File: src/lpp_div_pipe.sv
// pipelined restoring divider, one quotient bit per stage
`default_nettype none
module lpp_div_pipe #(
   parameter int NUM_W = 50,
   parameter int DEN_W = 50,
   parameter int QUO_W = 17
) (
   input  wire logic             clock,
   input  wire logic             en,
   input  wire logic [NUM_W-1:0] num,
   input  wire logic [DEN_W-1:0] den,
   output logic      [QUO_W-1:0] quo,
   output logic      [NUM_W-1:0] rem,
   output logic      [DEN_W-1:0] den_out,
   output logic                  ovf
);
   localparam int CW = ((NUM_W > DEN_W + QUO_W) ? NUM_W : DEN_W + QUO_W) + 1;

   logic [NUM_W-1:0] rem_ff [QUO_W];
   logic [NUM_W-1:0] rem_in [QUO_W];
   logic [DEN_W-1:0] den_ff [QUO_W];
   logic [QUO_W-1:0] quo_ff [QUO_W];
   logic [QUO_W-1:0] quo_in [QUO_W];
   logic             ovf_ff [QUO_W];

   always_comb begin
      logic [NUM_W-1:0] src_rem;
      logic [DEN_W-1:0] src_den;
      logic [QUO_W-1:0] src_quo;
      logic [CW-1:0]    trial;
      for (int k = 0; k < QUO_W; k++) begin
         src_rem = (k == 0) ? num : rem_ff[(k == 0) ? 0 : k-1];
         src_den = (k == 0) ? den : den_ff[(k == 0) ? 0 : k-1];
         src_quo = (k == 0) ? '0  : quo_ff[(k == 0) ? 0 : k-1];
         trial   = CW'(src_den) << (QUO_W - 1 - k);
         rem_in[k] = src_rem;
         quo_in[k] = src_quo;
         if (CW'(src_rem) >= trial) begin
            rem_in[k] = NUM_W'(CW'(src_rem) - trial);
            quo_in[k][QUO_W-1-k] = 1'b1;
         end
      end
   end

   always_ff @(posedge clock) begin
      if (en) begin
         for (int k = 0; k < QUO_W; k++) begin
            rem_ff[k] <= rem_in[k];
            quo_ff[k] <= quo_in[k];
            den_ff[k] <= (k == 0) ? den : den_ff[(k == 0) ? 0 : k-1];
         end
         ovf_ff[0] <= CW'(num) >= (CW'(den) << QUO_W);
         for (int k = 1; k < QUO_W; k++) begin
            ovf_ff[k] <= ovf_ff[k-1];
         end
      end
   end

   assign quo     = quo_ff[QUO_W-1];
   assign rem     = rem_ff[QUO_W-1];
   assign den_out = den_ff[QUO_W-1];
   assign ovf     = ovf_ff[QUO_W-1];
endmodule
`default_nettype wire

File: config.mk
export PLATFORM = sky130hd
export DESIGN_NAME = lpp_div_pipe
export DESIGN_NICKNAME = d
export VERILOG_FILES = /design/src/lpp_div_pipe.sv
export SDC_FILE = /design/constraint.sdc
export NUM_CORES = 2
export LEC_CHECK = 0
export BUFFER_PORTS_ARGS = -buffer_cell sky130_fd_sc_hd__buf_2
export CAP_MARGIN = 30
export CORE_MARGIN = 2
export CORE_UTILIZATION = 45
export DETAILED_ROUTE_END_ITERATION = 8
export PLACE_DENSITY_LB_ADDON = 0.15
export SLEW_MARGIN = 15
export SYNTH_ARGS = -nofsm -noshare
export SYNTH_HDL_FRONTEND = slang
export SYNTH_SLANG_ARGS = --single-unit
File: constraint.sdc
create_clock -name clock -period 4.5 [get_ports clock]
set_input_delay 0.9 -clock clock [delete_from_list [all_inputs] [get_ports clock]]
set_output_delay 0.9 -clock clock [all_outputs]
set_load 0.02 [all_outputs]
==> impl_metrics.xml <==
<?xml version="1.0" encoding="UTF-8"?>
<metrics>
  <group name="placement">
    <metric name="dpl.hpwl" unit="µm">221000</metric>
    <metric name="finalWeightedCongestion" unit="">1.040</metric>
    <metric name="post_detailed_placement_cell_area" unit="µm²">114300</metric>
    <metric name="place.port_buffers" unit="">219</metric>
  </group>
  <group name="synthesis">
    <metric name="post_synth_most_frequent_cells" unit="">1,870 x sky130_fd_sc_hd__edfxtp_1, 892 x sky130_fd_sc_hd__inv_1, 804 x sky130_fd_sc_hd__nand2_1</metric>
    <metric name="synth_enable_flop_cells" unit="">1870</metric>
    <metric name="synth_sequential_area_ratio" unit="%">52.53</metric>
    <metric name="netlist.top_cell.by_area" unit="">sky130_fd_sc_hd__edfxtp_1</metric>
    <metric name="postSynthAreaPerCell" unit="µm²">11.02</metric>
    <metric name="post-synth-top-count-cell" unit="">sky130_fd_sc_hd__edfxtp_1</metric>
    <metric name="synth_cell_types" unit="">97</metric>
    <metric name="yosys_warning_total" unit="">0</metric>
    <metric name="netlist_area" unit="µm²">106900</metric>
    <metric name="ys_ff_latch" unit="">1870</metric>
    <metric name="synthesis.instances" unit="">9696</metric>
    <metric name="synthTopCellsByArea" unit="">sky130_fd_sc_hd__edfxtp_1 53%, sky130_fd_sc_hd__ha_1 8.7%, sky130_fd_sc_hd__a21oi_1 3.7%</metric>
    <metric name="async_flop_share" unit="%">0</metric>
    <metric name="syn_nets" unit="">10560</metric>
    <metric name="yosysTopAreaCellShare" unit="%">52.53</metric>
    <metric name="postSynth.topFlopCell" unit="">sky130_fd_sc_hd__edfxtp_1</metric>
  </group>
  <group name="pwr">
    <metric name="seq_power_share" unit="%">44.5</metric>
    <metric name="power_leakage" unit="nW">50.48</metric>
    <metric name="cellInternalPower" unit="mW">34.40</metric>
    <metric name="peakVddDrop" unit="µV">388.6</metric>
    <metric name="netSwitchingFraction" unit="%">27.69</metric>
    <metric name="power.total" unit="mW">47.56</metric>
    <metric name="power_switching" unit="mW">13.17</metric>
    <metric name="share_clk_of_total_power" unit="%">36.5</metric>
    <metric name="power-per-cell-area" unit="nW/µm²">391.6</metric>
    <metric name="power.share.combinational" unit="%">19.1</metric>
  </group>
  <group name="critical_path">
    <metric name="reg2regPathDepth" unit="">14</metric>
    <metric name="cp_slowest_cell" unit="">sky130_fd_sc_hd__a21oi_1</metric>
    <metric name="critPathArrivalTime" unit="ns">5.06</metric>
    <metric name="critical_path.max_fanout" unit="">24</metric>
    <metric name="critical-path-max-stage-delay" unit="ns">0.54</metric>
    <metric name="cpLargestDelayFamily" unit="">compound AO/OA/AOI/OAI gates</metric>
    <metric name="start_kind" unit="">register</metric>
    <metric name="critical_path.endpoint_type" unit="">register</metric>
    <metric name="worst_path_most_repeated_cell" unit="">sky130_fd_sc_hd__a21oi_1</metric>
    <metric name="critical_path.cell_chain" unit="">ha_1, fa_1, nand2b_1, a21o_1, a21o_1, a21oi_1, or3_1, and2_1, a21oi_1, a21oi_1, a31o_2, buf_12, buf_4, mux2_2</metric>
    <metric name="timing.critical_path.depth" unit="">14</metric>
    <metric name="critical_path_required" unit="ns">5.10</metric>
    <metric name="crit_buf_inv" unit="">2</metric>
    <metric name="crit_type" unit="">reg -&gt; reg</metric>
  </group>
  <group name="sta">
    <metric name="tightestPinTransition" unit="ns">1.004</metric>
    <metric name="fin_setup_tns" unit="ns">0</metric>
    <metric name="final_min_period_over_clock_period" unit="%">99.16</metric>
    <metric name="max_clock_freq" unit="GHz">0.2241</metric>
    <metric name="final-max-slew-violation-count" unit="">0</metric>
    <metric name="setup_violations" unit="">0</metric>
    <metric name="grt_setup_unrepaired" unit="">no</metric>
    <metric name="period_needed" unit="ns">4.462</metric>
    <metric name="timing.hold.ws" unit="ns">0.2109</metric>
    <metric name="report.final.hold_viol_count" unit="">0</metric>
    <metric name="slew_headroom" unit="%">32.33</metric>
    <metric name="finalClockSkew" unit="ns">0.05084</metric>
  </group>
  <group name="drt">
    <metric name="ant_nets" unit="">0</metric>
    <metric name="post_drt_via_cell_ratio" unit="">5.444</metric>
    <metric name="drt_pre_antenna_iters" unit="">5</metric>
    <metric name="route.detailed.wl_per_inst" unit="µm">20.43</metric>
    <metric name="drc" unit="">0</metric>
    <metric name="dr_total_vias" unit="">73760</metric>
    <metric name="drt-total-wl" unit="µm">276800</metric>
    <metric name="drt_iter0_drc" unit="">3735</metric>
  </group>
  <group name="cts">
    <metric name="htree_levels" unit="">4</metric>
    <metric name="holdBufCountCts" unit="">0</metric>
    <metric name="cts_repair_resized_insts" unit="">0</metric>
    <metric name="number_of_sinks_driven_by_the_clock_tree" unit="">1870</metric>
    <metric name="clock_tree_from_tritoncts" unit="">done</metric>
    <metric name="clkSlewWorstSetupHoldPaths" unit="ns">0.06</metric>
    <metric name="cts_inserted_buffers" unit="">212</metric>
    <metric name="clock_latency_on_the_worst_skew_pair" unit="ns">0.88</metric>
    <metric name="ctsLongestPathBuffers" unit="">3</metric>
    <metric name="postCtsSetupBuffers" unit="">0</metric>
    <metric name="clock-root-buffer" unit="">sky130_fd_sc_hd__clkbuf_16</metric>
  </group>
  <group name="global_routing">
    <metric name="vias_in_the_first_global_route" unit="">76930</metric>
    <metric name="grt_start_max_net_pins" unit="">148</metric>
    <metric name="grt_first_pass_wirelength" unit="µm">424200</metric>
    <metric name="initial_antenna_violation_count" unit="">3</metric>
    <metric name="grt.total_usage" unit="%">22.56</metric>
    <metric name="global_route.overflow_total" unit="">0</metric>
  </group>
  <group name="worst_hold_path">
    <metric name="worst_hold_path_type" unit="">in -&gt; reg</metric>
    <metric name="min_delay_path_depth" unit="">1</metric>
  </group>
  <group name="floorplan">
    <metric name="core.rowCount" unit="">178</metric>
    <metric name="core_ar" unit="µm²">235600</metric>
    <metric name="design.die.area" unit="µm²">241400</metric>
    <metric name="ioPinCount" unit="">220</metric>
    <metric name="chipHeight" unit="µm">491.4</metric>
    <metric name="initial_core_utilization" unit="%">45.36</metric>
    <metric name="fp.dieW" unit="µm">491.4</metric>
  </group>
  <group name="outcome">
    <metric name="run_status" unit="">finished clean</metric>
  </group>
  <group name="final_layout">
    <metric name="fin_util" unit="%">51.55</metric>
    <metric name="drive_above_1_share" unit="%">13.05</metric>
    <metric name="final_area" unit="µm²">121500</metric>
    <metric name="layout-area-overhead-vs-synth" unit="%">13.64</metric>
    <metric name="num-nets-final" unit="">11080</metric>
  </group>
  <group name="flow_run">
    <metric name="cap_violations" unit="">0</metric>
  </group>
</metrics>
## power groups by stage
| stage | Clock (mW) | Sequential, mW | Combinational, mW |
|---|---|---|---|
| 5_1_grt | 18.5 | 21.3 | 9.98 |
| 3_5_place_dp | 0 | 21.5 | 9.00 |
| 2_1_floorplan | 0 | 21.3 | 6.22 |
| 4_1_cts | 17.8 | 21.2 | 9.04 |
| 3_3_place_gp | 0 | 21.5 | 8.90 |
| 6_report | 17.3 | 21.2 | 9.07 |
## registers in the layout (all words and copies together) (netlist names)
signal	count
rem_ff	850
ovf_ff	17
den_ff	850
quo_ff	153
## metrics by stage
stage / cells / setup WS (ns)
after floorplan: 9696 / 0.4229
after global placement: 13150 / -0.2434
after detailed placement: 13150 / -0.2901
after CTS: 13550 / 0.04408
after global routing: 13550 / 0.00001510
final: 13550 / 0.03780
## cell type report
cell class,instances,area [µm²]
flip-flops and latches,1870,56150
diodes,3,7.507
clock inverters,146,1590
multi-input cells,6568,45890
repair buffers,671,5067
inverters,893,3352
well taps,3150,3941
clock buffers,249,5465
fillers,20670,114200
## cells in the final DEF (no fill, tap or decap), drive strengths merged, types with 90 or more instances in the layout
| master | n |
|---|---|
| o21ai | 756 |
| nor2 | 447 |
| xnor2 | 381 |
| nand4 | 155 |
| nand3 | 139 |
| nor3 | 112 |
| nand2b | 97 |
| clkinv | 96 |
| nand2 | 804 |
| inv | 904 |
| nor2b | 90 |
| clkbuf | 249 |
| o21bai | 113 |
| ha | 747 |
| mux2 | 254 |
| a21o | 448 |
| and3 | 90 |
| buf | 671 |
| a21oi | 801 |
| edfxtp | 1870 |
| xor2 | 257 |
## worst reg2reg max path, stage by stage, from the launching register on
cell and delay, ns:
sky130_fd_sc_hd__edfxtp_1 0.41, sky130_fd_sc_hd__ha_1 0.24, sky130_fd_sc_hd__fa_1 0.40, sky130_fd_sc_hd__nand2b_1 0.19, sky130_fd_sc_hd__a21o_1 0.19, sky130_fd_sc_hd__a21o_1 0.24, sky130_fd_sc_hd__a21oi_1 0.55, sky130_fd_sc_hd__or3_1 0.26
sky130_fd_sc_hd__and2_1 0.28, sky130_fd_sc_hd__a21oi_1 0.16, sky130_fd_sc_hd__a21oi_1 0.28, sky130_fd_sc_hd__a31o_2 0.27, sky130_fd_sc_hd__buf_12 0.20, sky130_fd_sc_hd__buf_4 0.19, sky130_fd_sc_hd__mux2_2 0.33
## kinds of logic (layout without fill, tap and decap cells)
group                    after synthesis  in the layout  share of synthesized area [%]
AO/OA/AOI/OAI                       2722           2724                          15.91
AND/OR/NAND/NOR                     2178           2178                          9.706
XOR/XNOR                             638            638                          5.228
adder cells (fa/ha/maj)              764            764                          9.062
multiplexers                         264            264                          2.770
buffers and inverters               1260           1959                          4.788
flip-flops                          1870           1870                          52.53
other                                  0              3                              0
## metal layers
metal	GRT usage, %	wire length (µm)
met3	2.637	7114
met1	20.34	92460
met2	45.59	155100
met4	15.88	22130
met5	0	0
## path summary, 6_finish.rpt
path / slack [ns] / startpoint / endpoint
worst max-delay path: 0.04 / den_ff[2][100] / rem_ff[0][579]
worst min-delay path: 0.21 / num[8] / rem_ff[0][8]
worst max register to register: 0.04 / den_ff[2][100] / rem_ff[0][579]
worst min register to register: 0.41 / quo_ff[0][232] / quo_ff[0][249]
Power figures use the tool's default switching activity.
